<file path="config.mk">
export PLATFORM = sky130hd
export DESIGN_NAME = sorted_sleep_wakeup_queue_top
export DESIGN_NICKNAME = d
export VERILOG_FILES = /design/src/design/ssq_pkg.sv /design/src/design/ssq_cell.sv /design/src/design/ssq_ctrl.sv /design/src/design/sorted_sleep_wakeup_queue_top.sv
export SDC_FILE = /design/constraint.sdc
export NUM_CORES = 2
export LEC_CHECK = 0
export BUFFER_PORTS_ARGS = -buffer_cell sky130_fd_sc_hd__buf_2
export CAP_MARGIN = 20
export CORE_ASPECT_RATIO = 1.25
export CORE_MARGIN = 3
export CORE_UTILIZATION = 55
export DETAILED_ROUTE_END_ITERATION = 16
export PLACE_DENSITY = 0.76
export SLEW_MARGIN = 15
export SYNTH_ARGS = -nofsm -noshare
export SYNTH_HDL_FRONTEND = slang
export SYNTH_SLANG_ARGS = --single-unit
</file>
<file path="constraint.sdc">
create_clock -name clk_i -period 11.4 [get_ports clk_i]
set_input_delay 0.57 -clock clk_i [delete_from_list [all_inputs] [get_ports clk_i]]
set_output_delay 0.57 -clock clk_i [all_outputs]
set_load 0.02 [all_outputs]
</file>
<file path="src/design/ssq_pkg.sv">
// Shared types and constants for the sorted sleep/wake-up queue.
// No dependencies; imported by ssq_cell, ssq_ctrl and the top level.
package ssq_pkg;

  localparam int unsigned TIME_W  = 32;
  localparam int unsigned WAKE_W  = TIME_W + 1;  // full sum, no wrap
  localparam int unsigned IDF_W   = 8;           // id field width on the buses
  localparam int unsigned IDX_W   = 16;          // widest supported stored id

  typedef enum logic {
    OP_SLEEP = 1'b0,
    OP_TICK  = 1'b1
  } op_e;

  typedef enum logic [1:0] {
    KIND_WOKEN    = 2'd0,
    KIND_ACCEPTED = 2'd1,
    KIND_REJECTED = 2'd2
  } kind_e;

  typedef enum logic [1:0] {
    SH_HOLD   = 2'd0,
    SH_INSERT = 2'd1,
    SH_POP    = 2'd2
  } shift_e;

  typedef enum logic {
    ST_IDLE  = 1'b0,
    ST_DRAIN = 1'b1
  } state_e;

  // Controller outputs toward the datapath
  typedef struct packed {
    logic   s_ready;
    logic   load_out;   // write output register
    logic   sel_head;   // output id from head cell, else from request
    kind_e  kind;
    logic   last;
    logic   latch_now;  // capture tick time
    shift_e shift;
    state_e state;
  } ctrl_t;

endpackage

</file>
<file path="src/design/ssq_cell.sv">
// One queue slot: valid bit, wake time and sleeper id.
// Compares against the broadcast key; shifts from left on insert, from right on pop.
// Depends on ssq_pkg.
module ssq_cell
  import ssq_pkg::*;
#(
  parameter int unsigned ID_WIDTH = 8
) (
  input  logic                clk_i,
  input  logic                rst_ni,
  input  shift_e              shift_i,
  input  logic [WAKE_W-1:0]   key_i,
  input  logic [ID_WIDTH-1:0] new_id_i,
  input  logic                left_keep_i,
  input  logic                left_valid_i,
  input  logic [WAKE_W-1:0]   left_wake_i,
  input  logic [ID_WIDTH-1:0] left_id_i,
  input  logic                right_valid_i,
  input  logic [WAKE_W-1:0]   right_wake_i,
  input  logic [ID_WIDTH-1:0] right_id_i,
  output logic                valid_o,
  output logic [WAKE_W-1:0]   wake_o,
  output logic [ID_WIDTH-1:0] id_o,
  output logic                keep_o
);

  logic                valid_q, valid_d;
  logic [WAKE_W-1:0]   wake_q, wake_d;
  logic [ID_WIDTH-1:0] id_q, id_d;

  // valid entry due at or before key
  assign keep_o = valid_q && (wake_q <= key_i);

  always_comb begin
    valid_d = valid_q;
    wake_d  = wake_q;
    id_d    = id_q;
    unique case (shift_i)
      SH_HOLD: ;
      SH_INSERT: begin
        if (!keep_o) begin
          if (left_keep_i) begin
            valid_d = 1'b1;
            wake_d  = key_i;
            id_d    = new_id_i;
          end else begin
            valid_d = left_valid_i;
            wake_d  = left_wake_i;
            id_d    = left_id_i;
          end
        end
      end
      SH_POP: begin
        valid_d = right_valid_i;
        wake_d  = right_wake_i;
        id_d    = right_id_i;
      end
      default: ;
    endcase
  end

  always_ff @(posedge clk_i or negedge rst_ni) begin
    if (!rst_ni) begin
      valid_q <= 1'b0;
    end else begin
      valid_q <= valid_d;
    end
  end

  always_ff @(posedge clk_i) begin
    wake_q <= wake_d;
    id_q   <= id_d;
  end

  assign valid_o = valid_q;
  assign wake_o  = wake_q;
  assign id_o    = id_q;

endmodule

</file>
<file path="src/design/ssq_ctrl.sv">
// Request sequencer: accepts sleep/tick requests and drains due sleepers.
// Depends on ssq_pkg.
module ssq_ctrl
  import ssq_pkg::*;
(
  input  logic  clk_i,
  input  logic  rst_ni,
  input  logic  s_valid_i,
  input  op_e   op_i,
  input  logic  full_i,
  input  logic  head_due_i,
  input  logic  next_due_i,
  input  logic  out_free_i,
  output ctrl_t ctrl_o
);

  state_e state_q, state_d;

  // next state
  always_comb begin
    state_d = state_q;
    unique case (state_q)
      ST_IDLE: begin
        if (s_valid_i && out_free_i && (op_i == OP_TICK)) begin
          state_d = ST_DRAIN;
        end
      end
      ST_DRAIN: begin
        if (!head_due_i) begin
          state_d = ST_IDLE;
        end else if (out_free_i && !next_due_i) begin
          state_d = ST_IDLE;
        end
      end
      default: state_d = ST_IDLE;
    endcase
  end

  // outputs
  always_comb begin
    ctrl_o           = '0;
    ctrl_o.kind      = KIND_WOKEN;
    ctrl_o.shift     = SH_HOLD;
    ctrl_o.state     = state_q;
    unique case (state_q)
      ST_IDLE: begin
        ctrl_o.s_ready = out_free_i;
        if (s_valid_i && out_free_i) begin
          if (op_i == OP_SLEEP) begin
            ctrl_o.load_out = 1'b1;
            ctrl_o.last     = 1'b1;
            ctrl_o.kind     = full_i ? KIND_REJECTED : KIND_ACCEPTED;
            ctrl_o.shift    = full_i ? SH_HOLD : SH_INSERT;
          end else begin
            ctrl_o.latch_now = 1'b1;
          end
        end
      end
      ST_DRAIN: begin
        if (head_due_i && out_free_i) begin
          ctrl_o.load_out = 1'b1;
          ctrl_o.sel_head = 1'b1;
          ctrl_o.last     = !next_due_i;
          ctrl_o.shift    = SH_POP;
        end
      end
      default: ;
    endcase
  end

  always_ff @(posedge clk_i or negedge rst_ni) begin
    if (!rst_ni) begin
      state_q <= ST_IDLE;
    end else begin
      state_q <= state_d;
    end
  end

endmodule

</file>
<file path="src/design/sorted_sleep_wakeup_queue_top.sv">
// Top level of the sorted sleep/wake-up queue: cell chain, sequencer, output register.
// Depends on ssq_pkg, ssq_cell, ssq_ctrl.
//
//  Channel   Dir  Accept                        Payload
//  s_axis    in   s_axis_tvalid & tready        tuser=operation, tdata=id/time/duration
//  m_axis    out  m_axis_tvalid & tready        tuser=result_kind, tdata=woken_id, tlast
//
// Sleep request: the wake time (current_time + sleep_duration, 33 bits) is inserted
// into the chain in the accept cycle unless the queue is full; the result is registered.
// Tick request: the tick time is latched on accept, then the sequencer drains due
// sleepers from the head; the chain shifts one slot toward the head per pop.
// Reset clears all slot valid bits and the sequencer; payload registers are not reset.
// Output stalls (m_axis_tready low) hold the result register and pause draining;
// no new request is taken while a tick drains.
module sorted_sleep_wakeup_queue_top
  import ssq_pkg::*;
#(
  parameter int unsigned QUEUE_DEPTH = 16,
  parameter int unsigned ID_WIDTH    = 8
) (
  input  logic        clk_i,
  input  logic        rst_ni,
  input  logic        s_axis_tvalid,
  output logic        s_axis_tready,
  input  logic [71:0] s_axis_tdata,   // [7:0] sleeper_id, [39:8] current_time,
                                      // [71:40] sleep_duration
  input  logic        s_axis_tuser,   // [0] operation
  output logic        m_axis_tvalid,
  input  logic        m_axis_tready,
  output logic [7:0]  m_axis_tdata,   // [7:0] woken_id
  output logic [1:0]  m_axis_tuser,   // [1:0] result_kind
  output logic        m_axis_tlast    // last
);

  // request fields
  logic [IDF_W-1:0]    in_id;
  logic [TIME_W-1:0]   in_now;
  logic [TIME_W-1:0]   in_dur;
  logic [ID_WIDTH-1:0] new_id;
  logic [WAKE_W-1:0]   sleep_wake;
  op_e                 in_op;

  assign in_id      = s_axis_tdata[7:0];
  assign in_now     = s_axis_tdata[39:8];
  assign in_dur     = s_axis_tdata[71:40];
  assign in_op      = op_e'(s_axis_tuser);
  assign new_id     = ID_WIDTH'(IDX_W'(in_id));
  assign sleep_wake = {1'b0, in_now} + {1'b0, in_dur};

  // tick time held while draining
  logic [TIME_W-1:0] now_q;
  ctrl_t             ctrl;
  logic [WAKE_W-1:0] key;

  assign key = (ctrl.state == ST_DRAIN) ? {1'b0, now_q} : sleep_wake;

  always_ff @(posedge clk_i) begin
    if (ctrl.latch_now) begin
      now_q <= in_now;
    end
  end

  // cell chain, slot 0 is the head
  logic                valid_w [QUEUE_DEPTH];
  logic [WAKE_W-1:0]   wake_w  [QUEUE_DEPTH];
  logic [ID_WIDTH-1:0] id_w    [QUEUE_DEPTH];
  logic                keep_w  [QUEUE_DEPTH];
  logic [QUEUE_DEPTH-1:0] valid_vec;

  for (genvar i = 0; i < QUEUE_DEPTH; i++) begin : g_cell
    logic                lk, lv, rv;
    logic [WAKE_W-1:0]   lw, rw;
    logic [ID_WIDTH-1:0] li, ri;

    if (i == 0) begin : g_head
      assign lk = 1'b1;
      assign lv = 1'b0;
      assign lw = '0;
      assign li = '0;
    end else begin : g_mid
      assign lk = keep_w[i-1];
      assign lv = valid_w[i-1];
      assign lw = wake_w[i-1];
      assign li = id_w[i-1];
    end

    if (i == QUEUE_DEPTH - 1) begin : g_tail
      assign rv = 1'b0;
      assign rw = '0;
      assign ri = '0;
    end else begin : g_body
      assign rv = valid_w[i+1];
      assign rw = wake_w[i+1];
      assign ri = id_w[i+1];
    end

    ssq_cell #(
      .ID_WIDTH(ID_WIDTH)
    ) u_cell (
      .clk_i        (clk_i),
      .rst_ni       (rst_ni),
      .shift_i      (ctrl.shift),
      .key_i        (key),
      .new_id_i     (new_id),
      .left_keep_i  (lk),
      .left_valid_i (lv),
      .left_wake_i  (lw),
      .left_id_i    (li),
      .right_valid_i(rv),
      .right_wake_i (rw),
      .right_id_i   (ri),
      .valid_o      (valid_w[i]),
      .wake_o       (wake_w[i]),
      .id_o         (id_w[i]),
      .keep_o       (keep_w[i])
    );

    assign valid_vec[i] = valid_w[i];
  end

  // output register
  logic              m_valid_q;
  logic [IDF_W-1:0]  m_id_q;
  kind_e             m_kind_q;
  logic              m_last_q;
  logic              out_free;
  logic [IDF_W-1:0]  head_id;

  assign out_free = !m_valid_q || m_axis_tready;
  assign head_id  = IDF_W'(IDX_W'(id_w[0]));

  ssq_ctrl u_ctrl (
    .clk_i     (clk_i),
    .rst_ni    (rst_ni),
    .s_valid_i (s_axis_tvalid),
    .op_i      (in_op),
    .full_i    (valid_w[QUEUE_DEPTH-1]),
    .head_due_i(keep_w[0]),
    .next_due_i(keep_w[1]),
    .out_free_i(out_free),
    .ctrl_o    (ctrl)
  );

  always_ff @(posedge clk_i or negedge rst_ni) begin
    if (!rst_ni) begin
      m_valid_q <= 1'b0;
    end else if (ctrl.load_out) begin
      m_valid_q <= 1'b1;
    end else if (m_axis_tready) begin
      m_valid_q <= 1'b0;
    end
  end

  always_ff @(posedge clk_i) begin
    if (ctrl.load_out) begin
      m_id_q   <= ctrl.sel_head ? head_id : IDF_W'(IDX_W'(new_id));
      m_kind_q <= ctrl.kind;
      m_last_q <= ctrl.last;
    end
  end

  assign s_axis_tready = ctrl.s_ready;
  assign m_axis_tvalid = m_valid_q;
  assign m_axis_tdata  = m_id_q;
  assign m_axis_tuser  = m_kind_q;
  assign m_axis_tlast  = m_last_q;

  // occupied slots always form a block starting at the head
  a_valid_prefix: assert property (@(posedge clk_i) disable iff (!rst_ni)
    ((valid_vec + 1'b1) & valid_vec) == '0)
    else $error("queue slots not contiguous");

  // a held result is never overwritten
  a_no_overwrite: assert property (@(posedge clk_i) disable iff (!rst_ni)
    (m_valid_q && !m_axis_tready) |-> !ctrl.load_out)
    else $error("output overwritten while stalled");

  // rejection only when the tail slot is taken
  a_reject_full: assert property (@(posedge clk_i) disable iff (!rst_ni)
    (ctrl.load_out && ctrl.kind == KIND_REJECTED) |-> valid_w[QUEUE_DEPTH-1])
    else $error("rejected with free slot");

  // a pop always removes a due head
  a_pop_due: assert property (@(posedge clk_i) disable iff (!rst_ni)
    (ctrl.shift == SH_POP) |-> (keep_w[0] && ctrl.state == ST_DRAIN))
    else $error("pop without due head");

  // a woken result that is not last leaves a due head behind
  a_more_due: assert property (@(posedge clk_i) disable iff (!rst_ni)
    (ctrl.shift == SH_POP && !ctrl.last) |=> (ctrl.state == ST_DRAIN && keep_w[0]))
    else $error("drain ended early");

endmodule
</file>
==> impl_metrics.json <==
{
  "outcome": "finished clean",
  "synth_seq_area_share": 0.443,
  "place.gp.congestion": 0.924,
  "grt_pass1_wl_mm": 209,
  "cts.clk_slew.worst_paths_ns": 0.07,
  "fp.dieW_um": 271,
  "crit_path_max_fanout": 213,
  "grt_pass1_vias": 37900,
  "swShare": 0.300,
  "cts_resized": 0,
  "crit_arrival_ns": 8.47,
  "rows": 120,
  "portBuffers": 89,
  "grt_max_degree": 254,
  "post-route-drc-count": 0,
  "power_frac_comb": 0.225,
  "start_util": 0.559,
  "cpLargestDelayFamily": "buffers and inverters",
  "synth.top_cells.by_count": "edfxtp_1, mux2i_1, ha_1, nor2_1, a21oi_1",
  "p_int_uw": 4920,
  "ant_nets": 0,
  "coreArea_um2": 86500,
  "drt_pass1_iterations": 6,
  "hold_buffers": 1,
  "dp_worst_setup_slack_ns": 3.03,
  "cts_tree": "done",
  "cp_slowest_stage_delay_ns": 0.96,
  "dp_hpwl_mm": 95.0,
  "grtUsageTotal": 0.285,
  "synth_enable_flop_cells": 699,
  "max_slew_margin": 0.234,
  "slowest_stage": "buf_4",
  "drt_iter0_drc": 3808,
  "yosysWarnings": 0,
  "vias_per_cell": 6.45,
  "cts_max_path_buffers": 3,
  "avgSynthCellArea_um2": 10.3,
  "netlist_instances": 4691,
  "dieArea_um2": 91500,
  "syn_to_final_growth_pct": 8.16,
  "cp.required_ns": 11.87,
  "ys_types": 83,
  "crit_buf_inv": 8,
  "clock-root-buffer": "clkbuf_16",
  "cts_inserted_buffers": 79,
  "insertion_delay_ns": 0.64,
  "async_flop_share": 0.0251,
  "yosysMostFrequentCell": "edfxtp_1",
  "worstMarginPinSlew_ns": 1.15,
  "end_kind": "flop",
  "place_area_um2": 49800,
  "htree_levels": 3,
  "finalMaxSlewViolations": 0,
  "antenna_found_initial": 0,
  "netlist_area_um2": 48400,
  "p_seq_frac": 0.414,
  "rsz0062_at_grt": "false",
  "period_share": 0.701,
  "dieHeight_um": 338,
  "drv_cap": 0,
  "antenna_cells": 0,
  "vdd_drop_max_mv": 0.108,
  "crit_type": "in -> reg",
  "power.density_nw_per_um2": 134,
  "setup_viol": 0,
  "clock_sinks": 717,
  "wirelength_mm": 134,
  "period_needed_ns": 8.00,
  "yosys_most_used_dff": "edfxtp_1",
  "wl_per_cell_um": 22.8,
  "synth_top_area_cell": "edfxtp_1",
  "fmax_mhz": 125,
  "route.vias.total": 38100,
  "synth_area_leaders": "edfxtp_1, ha_1, mux2i_1, a21oi_1, nor2_1",
  "final.setup.tns_ns": 0,
  "report.final.hold_viol_count": 0,
  "hold_path.class": "in -> reg",
  "final_nets": 5271,
  "final_area_um2": 52300,
  "p_sw_uw": 2110,
  "cts_setup_buffers": 0,
  "total_leakage_power_uw": 0.0215,
  "fin_cells": 5904,
  "synth_nets": 5279,
  "drive_above_1_share": 0.0847,
  "ys_seq_elements": 717,
  "ios": 90,
  "grt-ovfl-total": 0,
  "placed_cells": 5758,
  "critPathLaunchType": "input pin",
  "pwr-share-clk": 0.361,
  "skew_ns": 0.0237,
  "yosysTopAreaCellShare": 0.434,
  "setup_ws_ns": 3.40
}
==> per-layer routing <==
layer / GRT usage / vias to the layer above / part of all wire
met1: 0.365 / 18500 / 0.40
met3: 0.0346 / 361 / 0.064
met5: 0 / - / 0
met4: 0.109 / 0 / 0.036
met2: 0.497 / 1561 / 0.50
li1: - / 17600 / -
==> worst paths after layout <==
kind                       depth (start not counted)  slack, ns                           end                 startpoint
max reg2reg                                       15       4.33  g_cell[14].u_cell.wake_o[14]             u_ctrl.state_q
max                                               27       3.40  g_cell[14].u_cell.wake_o[14]            s_axis_tdata[8]
max in group asynchronous                          2      10.44                u_ctrl.state_q                     rst_ni
min reg2reg                                        2       0.53     g_cell[14].u_cell.id_o[6]  g_cell[15].u_cell.id_o[6]
min in group asynchronous                          2       0.50                 m_axis_tvalid                     rst_ni
min                                                1       0.13                     now_q[29]           s_axis_tdata[37]
==> state kept, by name (all words and copies together) (netlist names) <==
| register | cells |
|---|---|
| g_cell.u_cell.wake_o | 528 |
| m_axis_tlast | 1 |
| now_q | 32 |
| u_ctrl.state_q | 1 |
| m_axis_tuser | 2 |
| m_axis_tdata | 8 |
| g_cell.u_cell.valid_o | 16 |
| m_axis_tvalid | 1 |
| g_cell.u_cell.id_o | 128 |
==> cell usage in the layout, fill, tap and decap left out, types with 19 or more instances in the layout <==
cell type  count
a21o_1        70
o21ai_1      248
clkinv_2      20
nand2b_1      22
clkbuf_16     82
o211ai_1      19
ha_1         510
a211oi_1      58
mux2i_1      523
nor2_1       508
nor2b_1       34
o21a_1        37
mux2_2        41
o21ai_0      115
a31oi_1       35
a21oi_1      497
edfxtp_1     699
buf_4         91
nor4_1        20
xnor2_1       22
nand2_1      440
nor3_1        49
buf_2         89
nand3_1       39
inv_1         87
nand4_1       96
==> through the flow <==
stage,power (µW),hold WS [ns],util
after floorplan,3990,0.274,-
after global placement,4440,0.507,0.575
after detailed placement,4500,0.524,0.576
after CTS,7010,0.0988,0.604
after global routing,7290,0.124,0.605
final,7020,0.126,0.605
==> area by class of cell <==
class | count | area, µm²
multi-input cells | 3611 | 25400
clock buffers | 99 | 2120
clock inverters | 44 | 352
fillers | 7300 | 34200
flip-flops and latches | 717 | 21400
repair buffers | 186 | 1250
well taps | 1159 | 1450
inverters | 88 | 333
==> cells by family after synthesis <==
| kind of cell | after synthesis | share of synthesized area |
|---|---|---|
| DFF | 717 | 0.443 |
| adders and majority gates | 516 | 0.133 |
| buffers and inverters | 363 | 0.0372 |
| AOI/OAI and AO/OA | 1226 | 0.149 |
| muxes | 564 | 0.118 |
| and+or+nand+nor | 1273 | 0.114 |
| xor gates and xnor gates | 32 | 0.00580 |
==> power groups by stage <==
stage | Combinational (µW) | Clock (µW) | Sequential (µW)
floorplan | 1030 | 0 | 2960
global placement | 1480 | 0 | 2960
detailed placement | 1540 | 0 | 2960
CTS | 1550 | 2560 | 2900
global route | 1730 | 2650 | 2900
finish | 1580 | 2530 | 2900
(Power assumes the default switching activity.)
